### config.mk
export PLATFORM = sky130hd
export DESIGN_NAME = admittance_filter_six_axis
export DESIGN_NICKNAME = d
export VERILOG_FILES = /design/src/hdl/adm_pkg.sv /design/src/hdl/admittance_filter_six_axis.sv /design/src/hdl/adm_mem.sv /design/src/hdl/adm_mul.sv
export SDC_FILE = /design/constraint.sdc
export NUM_CORES = 2
export LEC_CHECK = 0
export ABC_AREA = 1
export BUFFER_PORTS_ARGS = -buffer_cell sky130_fd_sc_hd__buf_4
export CAP_MARGIN = 15
export CORE_UTILIZATION = 30
export CTS_BUF_LIST = sky130_fd_sc_hd__clkbuf_8
export CTS_CLUSTER_DIAMETER = 60
export DETAILED_ROUTE_END_ITERATION = 7
export GPL_TIMING_DRIVEN = 0
export SYNTH_ARGS = -nofsm -noshare
export SYNTH_HDL_FRONTEND = slang
export SYNTH_SLANG_ARGS = --single-unit
### constraint.sdc
create_clock -name clk -period 23.4 [get_ports clk]
set_input_delay 4.68 -clock clk [delete_from_list [all_inputs] [get_ports clk]]
set_output_delay 4.68 -clock clk [all_outputs]
set_load 0.1 [all_outputs]
### src/hdl/adm_pkg.sv
// Shared types, constants and fixed-point helpers for the admittance filter.
`timescale 1ns / 1ps

package adm_pkg;

  localparam int AXES_DEFAULT = 6;
  localparam int LINEAR_AXES  = 3;

  localparam logic [30:0] INV_MASS_RESET  = 31'd65536;
  localparam logic [30:0] DAMPING_RESET   = 31'd983040;
  localparam logic [30:0] STIFFNESS_RESET = 31'd983040;
  localparam logic [16:0] STEP_TIME_RESET = 17'd328;

  // configuration register indexes
  localparam logic [1:0] REG_INV_MASS  = 2'd0;
  localparam logic [1:0] REG_DAMPING   = 2'd1;
  localparam logic [1:0] REG_STIFFNESS = 2'd2;
  localparam logic [1:0] REG_STEP_TIME = 2'd3;

  typedef struct packed {
    logic signed [31:0] pos;
    logic signed [31:0] vel;
  } state_entry_t;

  // Q16.16 rescale of a full product: round to nearest, ties up
  function automatic logic signed [63:0] rnd_q16(input logic signed [63:0] p);
    logic signed [63:0] t;
    t = p + 64'sd32768;
    return t >>> 16;
  endfunction

  function automatic logic signed [31:0] sat32(input logic signed [63:0] v);
    logic signed [31:0] r;
    if (v > 64'sd2147483647) begin
      r = 32'sh7fffffff;
    end else if (v < -64'sd2147483648) begin
      r = 32'sh80000000;
    end else begin
      r = v[31:0];
    end
    return r;
  endfunction

endpackage

### src/hdl/admittance_filter_six_axis.sv
// Admittance filter top level: sequencer, configuration registers and output register.
// An item is taken only in idle and runs through write-back before the next is taken; an
// axis out of range goes straight to write-back. The single shared multiplier runs five
// products per item (damping, stiffness, inverse mass, two Euler steps), the last three
// each dependent on the one before. Reset: synchronous; axis offsets read as zero, gains
// take defaults. The next item is accepted while a finished result waits on the output.
`timescale 1ns / 1ps

module admittance_filter_six_axis
  import adm_pkg::*;
#(
  parameter int AXES = AXES_DEFAULT
) (
  input  logic               clk,
  input  logic               rst,
  input  logic               cfg_wr_en,
  input  logic [1:0]         cfg_index,
  input  logic [30:0]        cfg_data,
  input  logic               in_valid,
  output logic               in_ready,
  input  logic [2:0]         axis,
  input  logic signed [31:0] wrench,
  input  logic signed [31:0] desired_position,
  input  logic signed [31:0] desired_velocity,
  input  logic signed [31:0] desired_accel,
  input  logic               wrench_seen,
  output logic               out_valid,
  input  logic               out_ready,
  output logic [2:0]         out_axis,
  output logic signed [31:0] compliant_position,
  output logic signed [31:0] compliant_velocity,
  output logic signed [31:0] compliant_accel
);

  localparam int AW = (AXES > 1) ? $clog2(AXES) : 1;

  typedef enum logic [3:0] {
    S_IDLE, S_RD, S_MK, S_SUM, S_MM, S_ACC, S_MT1, S_VEL, S_MT2, S_POS, S_WB
  } state_t;

  state_t state;

  logic [30:0] inv_mass, damping, stiffness;
  logic [16:0] step_time;

  logic [2:0]         axis_q;
  logic               in_range;
  logic signed [31:0] wr_q, dp_q, dv_q, da_q;
  logic               seen_q;
  logic signed [31:0] vel_q, pos_q, acc_q, vel_new, pos_new;
  logic signed [63:0] force_q;

  logic               in_beat, out_free, wb_go, axis_ok;
  logic               mul_en;
  logic signed [31:0] mul_a, mul_b;
  logic signed [63:0] prod, prod_r;
  state_entry_t       rd_data, wr_data;
  logic signed [31:0] pos_out, vel_out, acc_out;

  assign in_ready = (state == S_IDLE);
  assign in_beat  = in_valid && in_ready;
  assign out_free = !out_valid || out_ready;
  assign wb_go    = (state == S_WB) && out_free;
  assign axis_ok  = ({1'b0, axis} < 4'(AXES));
  assign prod_r   = rnd_q16(prod);

  always_ff @(posedge clk) begin
    if (rst) begin
      inv_mass  <= INV_MASS_RESET;
      damping   <= DAMPING_RESET;
      stiffness <= STIFFNESS_RESET;
      step_time <= STEP_TIME_RESET;
    end else if (cfg_wr_en) begin
      unique case (cfg_index)
        REG_INV_MASS:  inv_mass  <= cfg_data;
        REG_DAMPING:   damping   <= cfg_data;
        REG_STIFFNESS: stiffness <= cfg_data;
        REG_STEP_TIME: step_time <= cfg_data[16:0];
        default: ;
      endcase
    end
  end

  // operand select for the shared multiplier
  always_comb begin
    mul_en = 1'b0;
    mul_a  = '0;
    mul_b  = '0;
    unique case (state)
      S_RD: begin
        mul_en = 1'b1;
        mul_a  = {1'b0, damping};
        mul_b  = rd_data.vel;
      end
      S_MK: begin
        mul_en = 1'b1;
        mul_a  = {1'b0, stiffness};
        mul_b  = pos_q;
      end
      S_MM: begin
        mul_en = 1'b1;
        mul_a  = {1'b0, inv_mass};
        mul_b  = sat32(force_q);
      end
      S_MT1: begin
        mul_en = 1'b1;
        mul_a  = acc_q;
        mul_b  = {15'd0, step_time};
      end
      S_MT2: begin
        mul_en = 1'b1;
        mul_a  = vel_new;
        mul_b  = {15'd0, step_time};
      end
      default: ;
    endcase
  end

  adm_mul u_mul (
    .clk  (clk),
    .en   (mul_en),
    .a    (mul_a),
    .b    (mul_b),
    .prod (prod)
  );

  assign wr_data.pos = pos_new;
  assign wr_data.vel = vel_new;

  // read happens at the accept edge; write only at write-back, so no overlap
  adm_mem #(.AXES(AXES), .AW(AW)) u_mem (
    .clk     (clk),
    .rst     (rst),
    .rd_en   (in_beat && axis_ok),
    .rd_addr (axis[AW-1:0]),
    .rd_data (rd_data),
    .wr_en   (wb_go && in_range),
    .wr_addr (axis_q[AW-1:0]),
    .wr_data (wr_data)
  );

  always_comb begin
    if ({1'b0, axis_q} < 4'(LINEAR_AXES)) begin
      pos_out = sat32(64'(dp_q) + 64'(pos_new));
    end else begin
      pos_out = pos_new;
    end
    vel_out = sat32(64'(dv_q) + 64'(vel_new));
    acc_out = sat32(64'(da_q) + 64'(acc_q));
  end

  always_ff @(posedge clk) begin
    if (rst) begin
      state     <= S_IDLE;
      out_valid <= 1'b0;
    end else begin
      if (out_valid && out_ready && !wb_go) begin
        out_valid <= 1'b0;
      end
      unique case (state)
        S_IDLE: begin
          if (in_beat) begin
            axis_q   <= axis;
            in_range <= axis_ok;
            wr_q     <= wrench;
            dp_q     <= desired_position;
            dv_q     <= desired_velocity;
            da_q     <= desired_accel;
            seen_q   <= wrench_seen;
            state    <= axis_ok ? S_RD : S_WB;
          end
        end
        S_RD: begin
          vel_q <= rd_data.vel;
          pos_q <= rd_data.pos;
          state <= S_MK;
        end
        S_MK: begin
          force_q <= 64'(wr_q) - prod_r;
          state   <= S_SUM;
        end
        S_SUM: begin
          force_q <= force_q - prod_r;
          state   <= S_MM;
        end
        S_MM: begin
          state <= S_ACC;
        end
        S_ACC: begin
          acc_q <= seen_q ? sat32(prod_r) : 32'sd0;
          state <= S_MT1;
        end
        S_MT1: begin
          state <= S_VEL;
        end
        S_VEL: begin
          vel_new <= sat32(64'(vel_q) + prod_r);
          state   <= S_MT2;
        end
        S_MT2: begin
          state <= S_POS;
        end
        S_POS: begin
          pos_new <= sat32(64'(pos_q) + prod_r);
          state   <= S_WB;
        end
        S_WB: begin
          if (out_free) begin
            out_valid <= 1'b1;
            out_axis  <= axis_q;
            if (in_range) begin
              compliant_position <= pos_out;
              compliant_velocity <= vel_out;
              compliant_accel    <= acc_out;
            end else begin
              compliant_position <= '0;
              compliant_velocity <= '0;
              compliant_accel    <= '0;
            end
            state <= S_IDLE;
          end
        end
        default: state <= S_IDLE;
      endcase
    end
  end

  a_busy_after_beat: assert property (@(posedge clk) disable iff (rst)
    in_beat |=> !in_ready)
    else $error("input accepted while a beat is still in work");

  a_result_from_wb: assert property (@(posedge clk) disable iff (rst)
    $rose(out_valid) |-> $past(state == S_WB))
    else $error("result raised outside write-back");

  a_axis_echo: assert property (@(posedge clk) disable iff (rst)
    $rose(out_valid) |-> out_axis == $past(axis_q))
    else $error("echoed axis does not match captured axis");

  a_no_write_out_of_range: assert property (@(posedge clk) disable iff (rst)
    (wb_go && in_range) |-> ({1'b0, axis_q} < 4'(AXES)))
    else $error("offset write for an axis out of range");

  a_no_overwrite: assert property (@(posedge clk) disable iff (rst)
    (out_valid && !out_ready) |=> out_valid && $stable(out_axis))
    else $error("pending result overwritten");

endmodule

### src/hdl/adm_mem.sv
// Per-axis offset store: synchronous RAM with registered read and per-entry valid bits.
`timescale 1ns / 1ps

module adm_mem
  import adm_pkg::*;
#(
  parameter int AXES = AXES_DEFAULT,
  parameter int AW   = (AXES > 1) ? $clog2(AXES) : 1
) (
  input  logic         clk,
  input  logic         rst,
  input  logic         rd_en,
  input  logic [AW-1:0] rd_addr,
  output state_entry_t rd_data,
  input  logic         wr_en,
  input  logic [AW-1:0] wr_addr,
  input  state_entry_t wr_data
);

  state_entry_t     mem [AXES];
  logic [AXES-1:0]  valid;
  state_entry_t     rd_raw;
  logic             rd_valid;

  always_ff @(posedge clk) begin
    if (wr_en) begin
      mem[wr_addr] <= wr_data;
    end
    if (rd_en) begin
      rd_raw <= mem[rd_addr];
    end
  end

  // never-written entries read as zero offsets
  always_ff @(posedge clk) begin
    if (rst) begin
      valid    <= '0;
      rd_valid <= 1'b0;
    end else begin
      if (wr_en) begin
        valid[wr_addr] <= 1'b1;
      end
      if (rd_en) begin
        rd_valid <= valid[rd_addr];
      end
    end
  end

  assign rd_data = rd_valid ? rd_raw : '0;

endmodule

### src/hdl/adm_mul.sv
// Shared signed 32x32 multiplier with registered 64-bit product.
`timescale 1ns / 1ps

module adm_mul
  import adm_pkg::*;
(
  input  logic               clk,
  input  logic               en,
  input  logic signed [31:0] a,
  input  logic signed [31:0] b,
  output logic signed [63:0] prod
);

  always_ff @(posedge clk) begin
    if (en) begin
      prod <= a * b;
    end
  end

endmodule
; ---- Yosys cells after proc, flatten, opt, wreduce, memory -nomap -nowiden
; Memories as Yosys holds them, arrays and structs flattened. A register that Yosys moved wholly into a read port is not among the register bits.
; Cells that the tools add are included.
[op_classes]
add_sub_neg = 8
multipliers = 1
n_div = 0
n_lt_le_gt_ge = 19
n_eq_ne = 15
shifts = 0
mux = 31
n_bitwise = 4
n_reduce_logical = 30
[ops]
columns = operator, n
row1 = $mux 32, 11
row2 = $pmux 32 s5, 1
row3 = $pmux 32 s4, 1
row4 = $pmux 64 s2, 1
row5 = $add 32x32->33, 3
row6 = $gt 33x32->1 const B, 3
row7 = $lt 33x32->1 const B, 3
row8 = $add 32x48->49, 2
row9 = $gt 49x32->1 const B, 2
row10 = $lt 49x32->1 const B, 2
row11 = $mux 31, 3
row12 = $add 64x17->64 const B, 1
row13 = $gt 64x32->1 const B, 1
row14 = $lt 64x32->1 const B, 1
row15 = $mul 32x32->64, 1
row16 = $sub 64x48->64, 1
row17 = $sub 32x48->49, 1
row18 = $gt 48x32->1 const B, 1
row19 = $lt 48x32->1 const B, 1
row20 = $pmux 4 s11, 1
row21 = $reduce_and 2->1, 10
row22 = $eq 4x3->1 const B, 4
row23 = $eq 4x4->1 const B, 3
row24 = $mux 4, 3
row25 = other kinds (24), 47
[totals]
register_bits = 642
latchBits = 0
mem_bits_rw = 384
mem_bits_ro = 0
out_inout_bits = 101
mem_count = 1
[memory_table]
columns = name, depth, word_bits, read_ports, rd_ports_with_merged_regs, wr, line
row1 = u_mem.mem, 6, 64, 1, 1, 1, adm_mem.sv:20  ; state_entry_t mem [AXES];

; ---- Longest topological paths before layout
[depth]
ltp_word = 8
ltp_mapped = 45

; ---- By module
; A second synthesis with hierarchy kept.
[hier_totals]
hier_cells = 12969
hier_area_um2 = 103842.1
[modules_own_cells]
columns = mod, instances, cells_per_inst, area_per_inst_um2, seq_area_each_um2
row1 = admittance_filter_six_axis, 1, 6282, 44752.9, 15995.3
row2 = adm_mul, 1, 5335, 41567.4, 1921.8
row3 = adm_mem, 1, 1352, 17521.8, 13593.0

; ---- Least setup slack after synthesis
; Ideal clock, no wire load.
[synth_path]
kind = input to register
start = input port rst
end = register axis_q[0], enable pin
arrival_time_ps = 13882
t_required_ps = 22613
slack_ps = 8730
stages = 2
n_path_buf = 1
cell_sequence = clkbuf_1 > nor3_1
[synth_via]
elab_chain_len = 2
[synth_lines]
columns = element, line
row1 = from (decl), admittance_filter_six_axis.sv:15  ; input logic rst,
row2 = $not 1->1 (no source line), -
row3 = $reduce_and 3->1 (no source line), -
row4 = to (signal assigned), admittance_filter_six_axis.sv:163  ; axis_q <= axis;
row5 = to (decl), admittance_filter_six_axis.sv:46  ; logic [2:0] axis_q;
; Every way passes these cells.
; A chain may end at the register's enable or synchronous reset.

; ---- Worst setup path after layout
[layout_path]
start = register state[1]
end = register u_mul.prod[60] (data pin)
[layout_via]
elab_chain_len = 4
[layout_lines]
columns = element, line
row1 = from (decl), admittance_filter_six_axis.sv:41  ; state_t state;
row2 = from (signal assigned), admittance_filter_six_axis.sv:170  ; state <= axis_ok ? S_RD : S_WB;
row3 = $eq 4x4->1 or $eq 4x3->1 (tied branches), admittance_filter_six_axis.sv:89  ; unique case (state)
row4 = $reduce_or 2->1 (no source line), -
row5 = $pmux 32 s4, admittance_filter_six_axis.sv:89
row6 = $mul 32x32->64 *, adm_mul.sv:16  ; prod <= a * b;
row7 = to (signal assigned), adm_mul.sv:16
row8 = to (decl), adm_mul.sv:11  ; output logic signed [63:0] prod
; Mark *: on every way between the ends. The rest lies on a longest branch, timed or not.

==> results_dict.tcl <==
set metrics [dict create \
    die_w_um 572 \
    max-clock-path-buffers 3 \
    status "finished clean" \
    postCtsSetupBuffers 0 \
    post-synth-top-count-cell "sky130_fd_sc_hd__nand2_1" \
    slew_headroom_pct 6.98 \
    clk_pin_slew_worst_paths_ns 0.07 \
    critPathKind "reg2reg" \
    dr.first_iter.drc_count 10000 \
    hold_buffers 0 \
    clock_tree.root_cell "sky130_fd_sc_hd__clkbuf_8" \
    whs_path_depth 2 \
    use_met1_pct 32.0 \
    netlist_area_mm2 0.0974 \
    area_delta_synth_final_pct 12.8 \
    cts_repair_resize_count 0 \
    routed_wirelength_mm 386 \
    leakagePower_nw 47.8 \
    grt_start_max_net_pins 45 \
    power_density_mw_per_mm2 117 \
    synth_warnings 0 \
    rr_worst_depth 33 \
    ys_top_cells_by_count "sky130_fd_sc_hd__nand2_1 (2,131), sky130_fd_sc_hd__inv_1 (1,992), sky130_fd_sc_hd__nor2_1 (1,470)" \
    synth_enable_flop_cells 953 \
    fmax_mhz 84.9 \
    setup.worst_path.start_class "flip-flop" \
    period_share_pct 50.3 \
    cts-htree-levels 4 \
    drive_above_1_share_pct 6.17 \
    synth-main-ff-cell "sky130_fd_sc_hd__edfxtp_1" \
    globalRouteOverflowTotal 0 \
    final.min_clock_period_ns 11.77 \
    synth_cell_types 68 \
    synth_async_sr_flop_share_pct 0 \
    io_buffers 269 \
    tritoncts_num_sinks 1075 \
    reg2reg_to "u_mul.prod[60]" \
    initial_utilization_pct 30.2 \
    share_of_yosys_cell_area_claimed_by_the_top_area_cell_type_pct 29.4 \
    critical_path_peak_fanout 10 \
    gr-max-usage-layer "met2" \
    clkLatencyLatePin_ns 0.95 \
    grt_pass1_wl_mm 552 \
    filler_cell_count 33800 \
    ys_ff_latch 1075 \
    ant_nets 0 \
    final.setup_skew_ns 0.0885 \
    tightest_slew_ns 1.39 \
    ys_top_cells_by_area "sky130_fd_sc_hd__edfxtp_1 (29%), sky130_fd_sc_hd__fa_1 (22%), sky130_fd_sc_hd__nand2_1 (8.2%)" \
    cp_slowest_cell "sky130_fd_sc_hd__buf_1" \
    vdd.ir_drop.worst_mv 0.210 \
    fin_tns_setup_ns 0 \
    grt_usage_pct 23.2 \
    setup.worst_path.end_class "flip-flop" \
    reported_max_cap_violation_count 0 \
    synth_top_cell_by_area "sky130_fd_sc_hd__edfxtp_1" \
    top_level_ports 271 \
    worst_ep_arrival_time_ns 12.46 \
    multi_input_comb_area_mm2 0.0576 \
    fp.dieArea_mm2 0.327 \
    synth-seq-area-share_pct 31.9 \
    timing.critical_path.slowest_cell_delay_ns 0.97 \
    timing.hold.worst.start "stiffness[30]" \
    die_h_um 572 \
    wire_per_inst_um 23.6 \
    grt_antenna_before_repair 41 \
    rsz0062_at_grt "no" \
    r2r_slack_ns 11.63 \
    cts-buffers-inserted 182 \
    met3_usage_pct 5.47 \
    cp_common_cell "sky130_fd_sc_hd__fa_1" \
    worstHoldPathType "reg2reg" \
    core_area_mm2 0.322 \
    via_per_inst 5.10 \
    max_slew_violation_count 0 \
    post_synthesis_cells 11300 \
    cts_tree "built" \
    sequential_area_mm2 0.0311 \
    drt_pre_antenna_iters 6 \
    remaining_drc_errors 0 \
    vias_in_the_first_global_route 80000 \
    final_setup_vio_count 0 \
    groute.layer.met2.usage_pct 34.3 \
    dp.final_hpwl_mm 318 \
    worstReg2RegStart "state[1]" \
    fin_hold_ws_ns 0.450 \
    worst_hold_path.endpoint "stiffness[30]" \
    syn-mean-instance-area_um2 8.63 \
    std_cell_rows 208 \
    vias 83200 \
    worst-endpoint-required_ns 24.09 \
    finish.net_count 13600 \
    finalHoldViolations 0 \
    gpl.final_weighted_congestion 1.05 \
    postLayoutCoreUtil_pct 34.1 \
]
cell type report:
type | instances | area share [%]
antenna | 27 | 0.0615
clock buffer | 186 | 2.33
multi-input combinational | 7852 | 52.4
tap | 4305 | 4.91
clock inverter | 135 | 0.993
inverter | 2018 | 6.90
buffer | 361 | 1.30
sequential | 1075 | 28.3
timing repair buffer | 349 | 2.79
flip-flops by register name, indices dropped and copies added (netlist names), 49 cells and up:
name	count
u_mem.mem	384
u_mem.rd_raw	64
u_mul.prod	49
force_q	64
critical path, delay by kind of cell (launching register included):
| kind | cells | cell delay (ns) |
|---|---|---|
| flops | 1 | 0.41 |
| fa+ha+maj | 9 | 4.78 |
| compound gates | 5 | 1.54 |
| simple gates | 9 | 1.79 |
| buf+inv | 10 | 3.03 |
worst max-delay path by stage:
| stage | startpoint | slack [ns] | end |
|---|---|---|---|
| finish | state[1] | 11.63 | u_mul.prod[60] |
| global route | state[0] | 11.18 | u_mul.prod[62] |
| CTS | state[2] | 11.84 | u_mul.prod[62] |
| detailed placement | state[2] | 11.89 | u_mul.prod[62] |
| global placement | rst | 0.07 | wr_q[12] |
| floorplan | rst | 8.73 | axis_q[0] |
metrics by stage:
stage	power, mW	cells	setup WS (ns)	instance area [um^2]
floorplan	7.95	11300	8.73	97500
global placement	10.9	15900	0.0744	105000
detailed placement	10.9	16000	11.89	106000
CTS	12.7	16300	11.84	110000
global route	13.7	16300	11.18	110000
finish	12.8	16300	11.63	110000
routing by layer:
metal,vias up,routed length [um]
met5,-,88
met4,14,20600
met3,709,41300
met2,4365,162000
met1,40800,161000
li1,37300,-
power by group:
| part | switching (mW) | internal (mW) |
|---|---|---|
| logic | 5.84 | 2.56 |
| registers | 0.163 | 2.52 |
| clock network | 0.843 | 0.906 |
| total | 6.84 | 5.99 |
cells by family (layout without fill, tap and decap cells):
family	Yosys count	in the layout	synth area share [%]
muxes	1	1	0.0103
adders and majority gates	1572	1572	28.6
other	2	55	0.00771
xor gates and xnor gates	277	277	2.50
and+or+nand+nor	4088	4088	16.7
buffers and inverters	2379	3049	9.25
AOI/OAI and AO/OA	1886	1886	11.1
DFF	1075	1075	31.9
placed cells by master (no fill, tap or decap), types with 27 or more instances in the layout:
cell,instances
sky130_fd_sc_hd__nand2_1,2131
sky130_fd_sc_hd__inv_1,2045
sky130_fd_sc_hd__nor2_1,1464
sky130_fd_sc_hd__fa_1,1088
sky130_fd_sc_hd__edfxtp_1,953
sky130_fd_sc_hd__a21oi_1,737
sky130_fd_sc_hd__o21ai_0,626
sky130_fd_sc_hd__ha_1,484
sky130_fd_sc_hd__clkbuf_1,282
sky130_fd_sc_hd__buf_4,281
sky130_fd_sc_hd__nand3_1,215
sky130_fd_sc_hd__clkbuf_8,186
sky130_fd_sc_hd__xor2_1,169
sky130_fd_sc_hd__dfxtp_1,122
sky130_fd_sc_hd__xnor2_1,101
sky130_fd_sc_hd__o22ai_1,94
sky130_fd_sc_hd__a31oi_1,88
sky130_fd_sc_hd__nor3_1,84
sky130_fd_sc_hd__a32o_1,64
sky130_fd_sc_hd__buf_6,50
sky130_fd_sc_hd__o21bai_1,47
sky130_fd_sc_hd__nand4_1,44
sky130_fd_sc_hd__a221oi_1,44
sky130_fd_sc_hd__buf_1,42
sky130_fd_sc_hd__nor4_1,41
sky130_fd_sc_hd__clkinv_1,41
sky130_fd_sc_hd__o21a_1,40
sky130_fd_sc_hd__buf_2,31
sky130_fd_sc_hd__a21o_1,30
sky130_fd_sc_hd__conb_1,28
sky130_fd_sc_hd__diode_2,27
sky130_fd_sc_hd__o21ai_2,27
Power figures use the tool's default switching activity.
